### src/sv/odt_pkg.sv
// Shared types and codes for the ordered task dispatch table.
// Used by odt_table, odt_match and ordered_task_dispatch_table_top; depends on nothing.
package odt_pkg;

  // Field widths that do not vary with the module parameters.
  localparam int unsigned REQ_W    = 3;
  localparam int unsigned STATUS_W = 4;

  // Request codes carried in the input word.
  typedef enum logic [REQ_W-1:0] {
    REQ_ADD       = 3'd0,
    REQ_ABORT     = 3'd1,
    REQ_ABORT_ALL = 3'd2,
    REQ_FETCH     = 3'd3,
    REQ_RETURN    = 3'd4
  } req_code_e;

  // Result status codes.
  localparam logic [STATUS_W-1:0] ST_ADDED     = 4'd0;
  localparam logic [STATUS_W-1:0] ST_FULL      = 4'd1;
  localparam logic [STATUS_W-1:0] ST_FETCHED   = 4'd2;
  localparam logic [STATUS_W-1:0] ST_NONE      = 4'd3;
  localparam logic [STATUS_W-1:0] ST_REMOVED   = 4'd4;
  localparam logic [STATUS_W-1:0] ST_PENDING   = 4'd5;
  localparam logic [STATUS_W-1:0] ST_UNBLOCKED = 4'd6;
  localparam logic [STATUS_W-1:0] ST_NOTFOUND  = 4'd7;
  localparam logic [STATUS_W-1:0] ST_DOUBLE    = 4'd8;

  // Operations the sequencer issues to the table.
  typedef enum logic [2:0] {
    TBL_NOP,
    TBL_APPEND,
    TBL_SET_BUSY,
    TBL_CLR_BUSY,
    TBL_SET_PEND,
    TBL_REMOVE,
    TBL_SNAP
  } tbl_op_e;

  // Status marks of the entry under the scan pointer.
  typedef struct packed {
    logic valid;
    logic busy;
    logic pend;
  } slot_flags_t;

  // Sequencer states.
  typedef enum logic {
    ST_IDLE,
    ST_SCAN
  } seq_state_e;

endpackage

### src/sv/odt_table.sv
// Task table: entries packed in arrival order, with append, mark and remove-with-shift.
// Also holds the id snapshot used by abort-all. Depends on odt_pkg.
module odt_table #(
  parameter int unsigned DEPTH        = 16,
  parameter int unsigned ID_WIDTH     = 16,
  parameter int unsigned HANDLE_WIDTH = 32,
  localparam int unsigned IW = $clog2(DEPTH),
  localparam int unsigned CW = $clog2(DEPTH + 1)
) (
  input  logic                    clk,
  input  logic                    rst_n,
  input  odt_pkg::tbl_op_e        op,
  input  logic [IW-1:0]           pos,
  input  logic [ID_WIDTH-1:0]     wr_id,
  input  logic [HANDLE_WIDTH-1:0] wr_handle,
  input  logic [IW-1:0]           rd_idx,
  input  logic [IW-1:0]           snap_idx,
  output odt_pkg::slot_flags_t    rd_flags,
  output logic [ID_WIDTH-1:0]     rd_id,
  output logic [HANDLE_WIDTH-1:0] rd_handle,
  output logic [ID_WIDTH-1:0]     snap_id,
  output logic [CW-1:0]           count
);

  logic [DEPTH-1:0]        valid_r;
  logic [DEPTH-1:0]        busy_r;
  logic [DEPTH-1:0]        pend_r;
  logic [ID_WIDTH-1:0]     id_r     [DEPTH];
  logic [HANDLE_WIDTH-1:0] handle_r [DEPTH];
  logic [ID_WIDTH-1:0]     snap_r   [DEPTH];
  logic [CW-1:0]           count_r;

  // Status marks and fill count; a removal shifts younger entries down by one.
  always_ff @(posedge clk) begin
    if (!rst_n) begin
      valid_r <= '0;
      busy_r  <= '0;
      pend_r  <= '0;
      count_r <= '0;
    end else begin
      case (op)
        odt_pkg::TBL_APPEND: begin
          valid_r[count_r[IW-1:0]] <= 1'b1;
          busy_r[count_r[IW-1:0]]  <= 1'b0;
          pend_r[count_r[IW-1:0]]  <= 1'b0;
          count_r                  <= count_r + CW'(1);
        end
        odt_pkg::TBL_SET_BUSY: busy_r[pos] <= 1'b1;
        odt_pkg::TBL_CLR_BUSY: busy_r[pos] <= 1'b0;
        odt_pkg::TBL_SET_PEND: pend_r[pos] <= 1'b1;
        odt_pkg::TBL_REMOVE: begin
          for (int i = 0; i < DEPTH - 1; i++) begin
            if (IW'(i) >= pos) begin
              valid_r[i] <= valid_r[i+1];
              busy_r[i]  <= busy_r[i+1];
              pend_r[i]  <= pend_r[i+1];
            end
          end
          valid_r[DEPTH-1] <= 1'b0;
          busy_r[DEPTH-1]  <= 1'b0;
          pend_r[DEPTH-1]  <= 1'b0;
          count_r          <= count_r - CW'(1);
        end
        default: ;
      endcase
    end
  end

  // Ids and handles carry no reset; entries are only read while valid.
  always_ff @(posedge clk) begin
    case (op)
      odt_pkg::TBL_APPEND: begin
        id_r[count_r[IW-1:0]]     <= wr_id;
        handle_r[count_r[IW-1:0]] <= wr_handle;
      end
      odt_pkg::TBL_REMOVE: begin
        for (int i = 0; i < DEPTH - 1; i++) begin
          if (IW'(i) >= pos) begin
            id_r[i]     <= id_r[i+1];
            handle_r[i] <= handle_r[i+1];
          end
        end
      end
      odt_pkg::TBL_SNAP: begin
        for (int i = 0; i < DEPTH; i++) begin
          snap_r[i] <= id_r[i];
        end
      end
      default: ;
    endcase
  end

  // Single read port at the scan pointer, and one into the snapshot.
  assign rd_flags.valid = valid_r[rd_idx];
  assign rd_flags.busy  = busy_r[rd_idx];
  assign rd_flags.pend  = pend_r[rd_idx];
  assign rd_id          = id_r[rd_idx];
  assign rd_handle      = handle_r[rd_idx];
  assign snap_id        = snap_r[snap_idx];
  assign count          = count_r;

endmodule

### src/sv/odt_match.sv
// Shared compare unit: decides whether the entry under the scan pointer answers the request.
// Depends on odt_pkg.
module odt_match #(
  parameter int unsigned ID_WIDTH = 16
) (
  input  logic                 fetch_mode,
  input  logic [ID_WIDTH-1:0]  key,
  input  odt_pkg::slot_flags_t flags,
  input  logic [ID_WIDTH-1:0]  entry_id,
  output logic                 hit
);

  // A fetch wants an idle entry; the other lookups want the id, and id zero never matches.
  always_comb begin
    if (fetch_mode) begin
      hit = flags.valid && !flags.busy && !flags.pend;
    end else begin
      hit = flags.valid && (key != '0) && (entry_id == key);
    end
  end

endmodule

### src/sv/ordered_task_dispatch_table_top.sv
// Ordered task dispatch table: top level with the scan sequencer and the result register.
// Depends on odt_pkg, odt_table and odt_match.
//
// Requests enter as one word each and the block takes no new word until the current
// request has loaded its last result word. An add, or an unused request code, resolves
// without a walk. Abort, fetch and return walk the table from the oldest entry through
// one shared compare unit, one entry per cycle, and stop at the first matching entry or,
// when nothing matches, at the last entry. Abort-all repeats that walk once for each
// entry present on arrival, or once when the table is empty, and gives one result word
// per walk. A result that cannot be handed on holds the sequencer until the output
// register frees; the next request can be taken while the last result still waits.
module ordered_task_dispatch_table_top #(
  parameter int unsigned DEPTH        = 16,
  parameter int unsigned ID_WIDTH     = 16,
  parameter int unsigned HANDLE_WIDTH = 32,
  localparam int unsigned IN_BITS  = odt_pkg::REQ_W + ID_WIDTH + HANDLE_WIDTH,
  localparam int unsigned IN_W     = ((IN_BITS + 7) / 8) * 8,
  localparam int unsigned OUT_BITS = odt_pkg::STATUS_W + ID_WIDTH + HANDLE_WIDTH + 1,
  localparam int unsigned OUT_W    = ((OUT_BITS + 7) / 8) * 8
) (
  input  logic             clk,
  input  logic             rst_n,
  input  logic             in_tvalid,
  output logic             in_tready,
  // From bit 0: req_type, task_id, task_handle, zero fill.
  input  logic [IN_W-1:0]  in_tdata,
  output logic             out_tvalid,
  input  logic             out_tready,
  // From bit 0: status, out_id, out_handle, newly_available, zero fill.
  output logic [OUT_W-1:0] out_tdata,
  output logic             out_tlast
);

  localparam int unsigned IW        = $clog2(DEPTH);
  localparam int unsigned CW        = $clog2(DEPTH + 1);
  localparam int unsigned ID_LSB    = odt_pkg::REQ_W;
  localparam int unsigned H_LSB     = odt_pkg::REQ_W + ID_WIDTH;
  localparam int unsigned O_ID_LSB  = odt_pkg::STATUS_W;
  localparam int unsigned O_H_LSB   = odt_pkg::STATUS_W + ID_WIDTH;
  localparam int unsigned O_NA_BIT  = odt_pkg::STATUS_W + ID_WIDTH + HANDLE_WIDTH;

  odt_pkg::seq_state_e         state_r, state_nxt;
  logic [odt_pkg::REQ_W-1:0]   req_r;
  logic [ID_WIDTH-1:0]         key_r;
  logic [HANDLE_WIDTH-1:0]     handle_r;
  logic [IW-1:0]               idx_r, idx_nxt;
  logic [IW-1:0]               all_idx_r, all_idx_nxt;
  logic [IW-1:0]               all_last_r;
  logic [ID_WIDTH-1:0]         next_id_r, next_id_nxt;
  logic                        out_valid_r;
  logic [OUT_W-1:0]            out_data_r, out_data_nxt;
  logic                        out_last_r;

  logic                        in_fire;
  logic                        out_free;
  odt_pkg::tbl_op_e            tbl_op;
  odt_pkg::slot_flags_t        rd_flags;
  logic [ID_WIDTH-1:0]         rd_id;
  logic [HANDLE_WIDTH-1:0]     rd_handle;
  logic [ID_WIDTH-1:0]         snap_id;
  logic [CW-1:0]               count;
  logic [ID_WIDTH-1:0]         key;
  logic                        fetch_mode;
  logic                        hit;
  logic                        immediate;
  logic                        at_end;
  logic                        resolve;
  logic                        fire;
  logic                        all_is_last;
  logic                        more_aborts;
  logic [odt_pkg::STATUS_W-1:0] res_status;
  logic [ID_WIDTH-1:0]         res_id;
  logic [HANDLE_WIDTH-1:0]     res_handle;
  logic                        res_na;
  logic                        res_last;

  assign in_tready  = (state_r == odt_pkg::ST_IDLE);
  assign in_fire    = in_tvalid && in_tready;
  assign out_free   = !out_valid_r || out_tready;
  assign out_tvalid = out_valid_r;
  assign out_tdata  = out_data_r;
  assign out_tlast  = out_last_r;

  // Abort-all takes its keys from the snapshot, the other lookups from the request.
  assign key        = (req_r == odt_pkg::REQ_ABORT_ALL) ? snap_id : key_r;
  assign fetch_mode = (req_r == odt_pkg::REQ_FETCH);

  odt_table #(
    .DEPTH        (DEPTH),
    .ID_WIDTH     (ID_WIDTH),
    .HANDLE_WIDTH (HANDLE_WIDTH)
  ) u_table (
    .clk       (clk),
    .rst_n     (rst_n),
    .op        (tbl_op),
    .pos       (idx_r),
    .wr_id     (next_id_r),
    .wr_handle (handle_r),
    .rd_idx    (idx_r),
    .snap_idx  (all_idx_r),
    .rd_flags  (rd_flags),
    .rd_id     (rd_id),
    .rd_handle (rd_handle),
    .snap_id   (snap_id),
    .count     (count)
  );

  odt_match #(
    .ID_WIDTH (ID_WIDTH)
  ) u_match (
    .fetch_mode (fetch_mode),
    .key        (key),
    .flags      (rd_flags),
    .entry_id   (rd_id),
    .hit        (hit)
  );

  // Scan bookkeeping: when the current request has its answer.
  always_comb begin
    immediate = !((req_r == odt_pkg::REQ_ABORT) || (req_r == odt_pkg::REQ_ABORT_ALL) ||
                  (req_r == odt_pkg::REQ_FETCH) || (req_r == odt_pkg::REQ_RETURN));
    at_end    = (count == '0) || ((CW'(idx_r) + CW'(1)) >= count);
    resolve   = (state_r == odt_pkg::ST_SCAN) && (immediate || hit || at_end);
    fire      = resolve && out_free;
    all_is_last = (all_idx_r == all_last_r);
    more_aborts = (req_r == odt_pkg::REQ_ABORT_ALL) && !all_is_last;
  end

  // Next state.
  always_comb begin
    state_nxt = state_r;
    case (state_r)
      odt_pkg::ST_IDLE: begin
        if (in_fire) begin
          state_nxt = odt_pkg::ST_SCAN;
        end
      end
      odt_pkg::ST_SCAN: begin
        if (fire && !more_aborts) begin
          state_nxt = odt_pkg::ST_IDLE;
        end
      end
      default: state_nxt = odt_pkg::ST_IDLE;
    endcase
  end

  // Result word and table operation for the request being resolved.
  always_comb begin
    res_status = odt_pkg::ST_NOTFOUND;
    res_id     = '0;
    res_handle = '0;
    res_na     = 1'b0;
    res_last   = (req_r != odt_pkg::REQ_ABORT_ALL) || all_is_last;
    tbl_op     = odt_pkg::TBL_NOP;
    case (req_r)
      odt_pkg::REQ_ADD: begin
        if (count >= CW'(DEPTH)) begin
          res_status = odt_pkg::ST_FULL;
        end else begin
          res_status = odt_pkg::ST_ADDED;
          res_id     = next_id_r;
          res_na     = (count == '0);
          tbl_op     = odt_pkg::TBL_APPEND;
        end
      end
      odt_pkg::REQ_ABORT, odt_pkg::REQ_ABORT_ALL: begin
        if (hit) begin
          res_id = key;
          if (rd_flags.busy) begin
            res_status = odt_pkg::ST_PENDING;
            tbl_op     = odt_pkg::TBL_SET_PEND;
          end else begin
            res_status = odt_pkg::ST_REMOVED;
            res_handle = rd_handle;
            tbl_op     = odt_pkg::TBL_REMOVE;
          end
        end
      end
      odt_pkg::REQ_FETCH: begin
        if (hit) begin
          res_status = odt_pkg::ST_FETCHED;
          res_id     = rd_id;
          res_handle = rd_handle;
          tbl_op     = odt_pkg::TBL_SET_BUSY;
        end else begin
          res_status = odt_pkg::ST_NONE;
        end
      end
      odt_pkg::REQ_RETURN: begin
        if (hit) begin
          res_id = key;
          if (rd_flags.busy) begin
            res_status = odt_pkg::ST_UNBLOCKED;
            tbl_op     = odt_pkg::TBL_CLR_BUSY;
          end else begin
            res_status = odt_pkg::ST_DOUBLE;
          end
        end
      end
      default: ;
    endcase

    // Entries change only as the result word loads; abort-all snapshots on acceptance.
    if (!fire) begin
      tbl_op = odt_pkg::TBL_NOP;
    end
    if (in_fire && (in_tdata[odt_pkg::REQ_W-1:0] == odt_pkg::REQ_ABORT_ALL)) begin
      tbl_op = odt_pkg::TBL_SNAP;
    end

    out_data_nxt                                 = '0;
    out_data_nxt[odt_pkg::STATUS_W-1:0]          = res_status;
    out_data_nxt[O_ID_LSB +: ID_WIDTH]           = res_id;
    out_data_nxt[O_H_LSB +: HANDLE_WIDTH]        = res_handle;
    out_data_nxt[O_NA_BIT]                       = res_na;
  end

  // Scan pointers and id counter.
  always_comb begin
    idx_nxt     = idx_r;
    all_idx_nxt = all_idx_r;
    next_id_nxt = next_id_r;
    if (in_fire) begin
      idx_nxt     = '0;
      all_idx_nxt = '0;
    end else if (state_r == odt_pkg::ST_SCAN) begin
      if (fire) begin
        idx_nxt     = '0;
        all_idx_nxt = all_idx_r + IW'(1);
      end else if (!resolve) begin
        idx_nxt = idx_r + IW'(1);
      end
    end
    if (fire && (tbl_op == odt_pkg::TBL_APPEND)) begin
      next_id_nxt = next_id_r + ID_WIDTH'(1);
      if (next_id_nxt == '0) begin
        next_id_nxt = ID_WIDTH'(1);
      end
    end
  end

  // Control registers.
  always_ff @(posedge clk) begin
    if (!rst_n) begin
      state_r     <= odt_pkg::ST_IDLE;
      next_id_r   <= ID_WIDTH'(1);
      out_valid_r <= 1'b0;
    end else begin
      state_r   <= state_nxt;
      next_id_r <= next_id_nxt;
      if (fire) begin
        out_valid_r <= 1'b1;
      end else if (out_tready) begin
        out_valid_r <= 1'b0;
      end
    end
  end

  // Request latch, scan pointers and result word.
  always_ff @(posedge clk) begin
    idx_r     <= idx_nxt;
    all_idx_r <= all_idx_nxt;
    if (in_fire) begin
      req_r      <= in_tdata[odt_pkg::REQ_W-1:0];
      key_r      <= in_tdata[ID_LSB +: ID_WIDTH];
      handle_r   <= in_tdata[H_LSB +: HANDLE_WIDTH];
      all_last_r <= (count == '0) ? '0 : IW'(count - CW'(1));
    end
    if (fire) begin
      out_data_r <= out_data_nxt;
      out_last_r <= res_last;
    end
  end

endmodule

### config.mk
export PLATFORM = sky130hd
export DESIGN_NAME = ordered_task_dispatch_table_top
export DESIGN_NICKNAME = d
export VERILOG_FILES = /design/src/sv/odt_pkg.sv /design/src/sv/odt_table.sv /design/src/sv/odt_match.sv /design/src/sv/ordered_task_dispatch_table_top.sv
export SDC_FILE = /design/constraint.sdc
export NUM_CORES = 2
export LEC_CHECK = 0
export ABC_AREA = 0
export CAP_MARGIN = 20
export CORE_MARGIN = 5
export CORE_UTILIZATION = 56
export DETAILED_ROUTE_END_ITERATION = 12
export DONT_BUFFER_PORTS = 1
export GPL_TIMING_DRIVEN = 0
export HOLD_SLACK_MARGIN = 0.03
export PLACE_DENSITY = 0.75
export SYNTH_ARGS = -nofsm -noshare
export SYNTH_HDL_FRONTEND = slang
export SYNTH_SLANG_ARGS = --single-unit
### constraint.sdc
create_clock -name clk -period 98.3 [get_ports clk]
set_clock_uncertainty 0.2 [all_clocks]
set_input_delay 19.66 -clock clk [delete_from_list [all_inputs] [get_ports clk]]
set_output_delay 19.66 -clock clk [all_outputs]
set_load 0.05 [all_outputs]
---- Yosys cells after proc, flatten, opt, wreduce, memory -nomap -nowiden ----
Memories as Yosys holds them, arrays and structs flattened. A register that Yosys moved wholly into a read port is not among the register bits.
Index checks and enable logic that the tools add are counted.
word-level totals
  flip-flop bits (word level) ............. 188
  input bits .............................. 60
  word-level logic and storage cells ...... 372
  memory bits (writable) .................. 1,024
  memories ................................ 3
  output and inout bits ................... 59
cells by class
  equal/unequal tests ..................... 30
  $lt $le $gt $ge ......................... 21
  bitwise logic cells ..................... 10
  add/subtract/negate cells ............... 6
  reductions and logical operators ........ 87
  mux-type cells .......................... 154
memory list
  memory            depth  bits a word  rd ports  clocked after memory_dff  wr ports  line             source
  u_table.handle_r  16     32           16        1                         15        odt_table.sv:29  logic [HANDLE_WIDTH-1:0] handle_r [DEPTH];
  u_table.id_r      16     16           17        1                         15        odt_table.sv:28  logic [ID_WIDTH-1:0] id_r [DEPTH];
  u_table.snap_r    16     16           1         1                         16        odt_table.sv:30  logic [ID_WIDTH-1:0] snap_r [DEPTH];
operator list
  operator               number
  $mux 32                4
  $mux 1                 111
  $mux 16                6
  $pmux 16 s3            2
  $reduce_and 2->1       47
  $pmux 16 s4            1
  $pmux 32 s2            1
  $and 16x16->16         3
  $mux 4                 12
  $or 16x16->16          3
  $ne 2x1->1 const B     16
  $not 16->16            2
  $pmux 16 s2            1
  $reduce_or 32->1       1
  $ge 4x4->1 const A     7
  $add 16x1->16 const B  1
  $eq 16x16->1           1
  $ge 3x4->1 const A     4
  $logic_not 16->1       1
  $pmux 4 s4             1
  $reduce_bool 16->1     1
  $reduce_or 16->1       1
  $eq 3x2->1 const B     5
  $logic_and 1x1->1      13
  other kinds (31)       63

---- Logic depth before layout (Yosys ltp) ----
  depth in word-level cells ............... 17
  mapped depth ............................ 19
  mapped depth without buffers ............ 12

---- By module ----
From an unflattened synthesis, not the netlist that was laid out.
unflattened totals
  cells, all modules ...................... 3,329
  area, all modules ....................... 57,156.1 sq um
modules (own cells, without submodules)
  module                           area an instance (sq um)  times used  cells each
  odt_table                        51,045.2                  1           2,843
  ordered_task_dispatch_table_top  5,878.1                   1           457
  odt_match                        232.7                     1           29

---- Worst setup path after synthesis ----
OpenSTA, ideal clock, no wires.
  path kind ............................... input -> register
  from .................................... in in_tvalid
  to ...................................... mem u_table.handle_r[15][0] (enable)
  path slack .............................. 48.775 ns
  stages .................................. 4
  arrival time ............................ 48.854 ns
  path buffers ............................ 0
  library setup time ...................... 0.471 ns
  path through ............................ nand2_1 nor4b_1 or2_2 nor2_1
RTL lines
  item             line                                   source
  start, declared  ordered_task_dispatch_table_top.sv:23  input logic in_tvalid,
  end, declared    odt_table.sv:29

==> impl_results.md <==
- Status: completed
- Slew Limit Fails: 0
- Num CTS Buffers: 130
- Synthesis warning total: 0
- Nets: 4255
- GRT Overall Usage: 34.27%
- Yosys reg bits: 1220
- Final RePlAce weighted congestion: 0.9819
- Post-synthesis simple-gate area fraction: 7.721%
- Core area: 102000 sq um
- Comb power frac: 4.7%
- Sw frac: 22.27%
- XOR/XNOR Fraction of Synth Area: 0.5623%
- Drt pass-1 iters: 8
- Post-route cell area: 65340 sq um
- # IOs: 119
- Final ANT Viol Nets: 0
- Endpoints failing setup: 0
- Crit path time final: 23.88 ns
- Antenna violations before repair: 2
- Worst Path Max Fanout: 17
- Mapped Cells: 3947
- CP top delay family: buffers and inverters
- Mux share of post-synthesis cell area: 22.71%
- Maximum VDD drop: 16.78 uV
- Sequential fraction of the synthesis area: 62.06%
- Die Y: 330.8 um
- Total wire length: 188.8 mm
- Clock Power Share: 43.5%
- Finished Layout Cells: 5653
- Deepest clock path buffer count: 3
- Critical path buffers and inverters: 5
- Lkg Pwr: 21.62 nW
- Clk root buf: clkbuf_16
- Placed insts: 5414
- CP startpoint kind: primary input
- RSZ-0062 raised after global routing: false
- First-pass GRT wire length: 266.9 mm
- Switch Pwr: 249.4 uW
- Core Util, Final: 64.04%
- Mapped cell area: 57630 sq um
- Via count: 38878
- Synth unique cells: 77
- Slowest Stage Delay on Critical Path: 0.90 ns
- Async set or reset register ratio after synthesis: 0%
- Hold_buf cts: 0
- CP Class: in2reg
- Initial Util: 56.48%
- Critical path, cell by cell: nand2b_1, and2_1, o21ai_1, nor4_2, buf_4, o21ai_0, clkbuf_1, clkbuf_1, o21ai_4, buf_12, buf_12
- Worst-Skew Late Latency: 0.76 ns
- Post-synth EDFFs: 1133
- WL/cell: 33.39 um
- Worst slew pin tran: 1.242 ns
- Sequential power share: 51.8%
- Die Wd: 330.8 um
- Hold WC Path Type: reg2reg
- Final Hold Viols: 0
- Most used DFF post-synth: edfxtp_1
- Vias in the first global route: 38221
- H-tree depth: 4
- Pin count of the biggest net entering global routing: 37
- Total power: 1.120 mW
- Drt via density: 6.877
- PwrDens: 17.14 nW/um^2
- Pint: 870.5 uW
- Setup TNS: 0 ns
- Share of cells above drive strength 1: 25.68%
- Worst Setup End Kind: flop
- Synth Area in Adders: 0.3257%
- Placed instance area: 61160 sq um
- GRT overflow: 0
- DP HPWL: 130.4 mm
- Iter 0 DRT Violations: 6229
- Crit path DAT: 24.15 ns
- Post-route DRC: 0
- Worst Path Required: 98.58 ns
- Mean area per synthesized cell: 14.60 sq um
- Fmax: 41.88 MHz
- Period utilization: 24.29%
- CP max stage cell: clkbuf_1
- Post_cts resized: 0
- Num rows: 117
- Max_slew headroom: 16.88%
- Area growth from synthesis to layout: 13.38%
- Die area: 109400 sq um
- Clock input transition at the sequential cells of the worst setup and hold paths: 0.06 ns
- Largest family of logic cells by synthesized area: multiplexers
- Clock sink count: 1220
- # Post-CTS Setup Buffers: 0
- Max_cap viols: 0
- TritonCTS clock tree: yes
- Complex-gate fraction of the synthesized area: 4.201%
- Port Buf Inserts: 0
[power groups by stage]
| stage | Clock (mW) | Combinational (mW) | Sequential (mW) |
|---|---|---|---|
| finish | 0.487 | 0.0521 | 0.580 |
| global route | 0.512 | 0.0552 | 0.581 |
| CTS | 0.489 | 0.0514 | 0.580 |
| detailed placement | 0 | 0.0510 | 0.591 |
| global placement | 0 | 0.0482 | 0.594 |
| floorplan | 0 | 0.0344 | 0.591 |
[state kept, by name, indices dropped and copies added (netlist names), 32 cells and up, named ones only]
name	flops
u_table.id_r	256
handle_r	32
u_table.snap_r	256
out_tdata	53
u_table.handle_r	512
[cells by family (layout without fill, tap and decap cells)]
family,Yosys count,in the layout
adders and majority gates,15,15
other,1,4
DFF,1220,1220
and+or+nand+nor,1053,1053
buffers and inverters,331,666
xor gates and xnor gates,37,37
muxes,925,925
AOI/OAI and AO/OA,365,365
[worst reg2reg max path: cells and delay by family, from the launching register on]
family | cells | cell delay, ns
multiplexers | 3 | 0.77
AND/OR/NAND/NOR | 4 | 1.72
buffers and inverters | 7 | 3.34
AO/OA/AOI/OAI | 3 | 1.60
flip-flops | 1 | 0.63
[cells in the mapped netlist (10+ instances only)]
library cell	instances	area [sq um]
buf_2	60	300.3
buf_4	16	120.1
buf_1	41	153.9
mux2_1	68	765.7
nand2_1	746	2800
o21a_1	15	112.6
clkbuf_1	190	713.2
edfxtp_1	1133	34020
o21ai_0	69	345.3
dfxtp_1	87	1742
a22oi_1	76	570.6
nor3_1	23	115.1
nor2b_1	40	250.2
and3_1	18	112.6
ha_1	15	187.7
inv_1	21	78.83
a31oi_1	16	100.1
nand3_1	54	270.3
xor2_1	14	122.6
xnor2_1	23	201.4
mux2i_1	153	1531
o22ai_1	17	106.4
nor4_1	10	62.56
a21oi_1	79	395.4
a32oi_1	12	105.1
mux4_2	254	5720
nor2_1	92	345.3
nand2b_1	13	81.33
mux2_2	450	5067
and2_1	13	81.33
[final timing paths]
| check | start | to | slack, ns | depth (start not counted) |
|---|---|---|---|---|
| worst max-delay path | out_tready | u_table.handle_r[14][20]$_DFFE_PP_ | 74.42 | 11 |
| worst min-delay path | next_id_r[6]$_SDFFE_PN0P_ | u_table.id_r[15][6]$_DFFE_PP_ | 0.23 | 0 |
| worst max register to register | flop | u_table.handle_r[14][21]$_DFFE_PP_ | 89.70 | 17 |
| worst min register to register | next_id_r[6]$_SDFFE_PN0P_ | u_table.id_r[15][6]$_DFFE_PP_ | 0.23 | 0 |
[metal layers]
metal  wire length [um]  track usage (%)  vias up
li1                   -                -    15581
met1              65060            43.76    19342
met2              87050            53.91     3171
met3              23000            8.217      782
met4              13640            20.32        2
met5                 13                0        -
[final cells by class]
class                           count  area [sq um]
Buffer                            309          1310
Fill cell                        7258         36690
Antenna cell                        1         2.502
Clock inverter                     62         653.1
Sequential cell                  1220         35760
Timing Repair Buffer               99          1642
Multi-Input combinational cell   2398         20680
Tap cell                         1368          1712
Clock buffer                      174          3492
Inverter                           22         85.08
[through the flow]
stage | hold WS [ns] | setup WS (ns)
after global placement | 0.2095 | 36.93
after global routing | 0.2460 | 74.63
after floorplan | 0.2064 | 48.78
after detailed placement | 0.2169 | 74.01
after CTS | 0.2316 | 74.77
final | 0.2300 | 74.42
[placed cells by master (no fill, tap or decap), types with 41 or more instances in the layout]
cell | netlist | routed
a21oi_1 | 79 | 79
a22oi_1 | 76 | 76
buf_1 | 41 | 41
buf_2 | 60 | 61
buf_4 | 16 | 47
clkbuf_1 | 190 | 230
clkbuf_16 | 0 | 133
dfxtp_1 | 87 | 87
edfxtp_1 | 1133 | 1133
mux2_1 | 68 | 68
mux2_2 | 450 | 450
mux2i_1 | 153 | 153
mux4_2 | 254 | 254
nand2_1 | 746 | 746
nand3_1 | 54 | 54
nor2_1 | 92 | 90
o21ai_0 | 69 | 61
No activity file was read; power rests on OpenSTA's default activity.
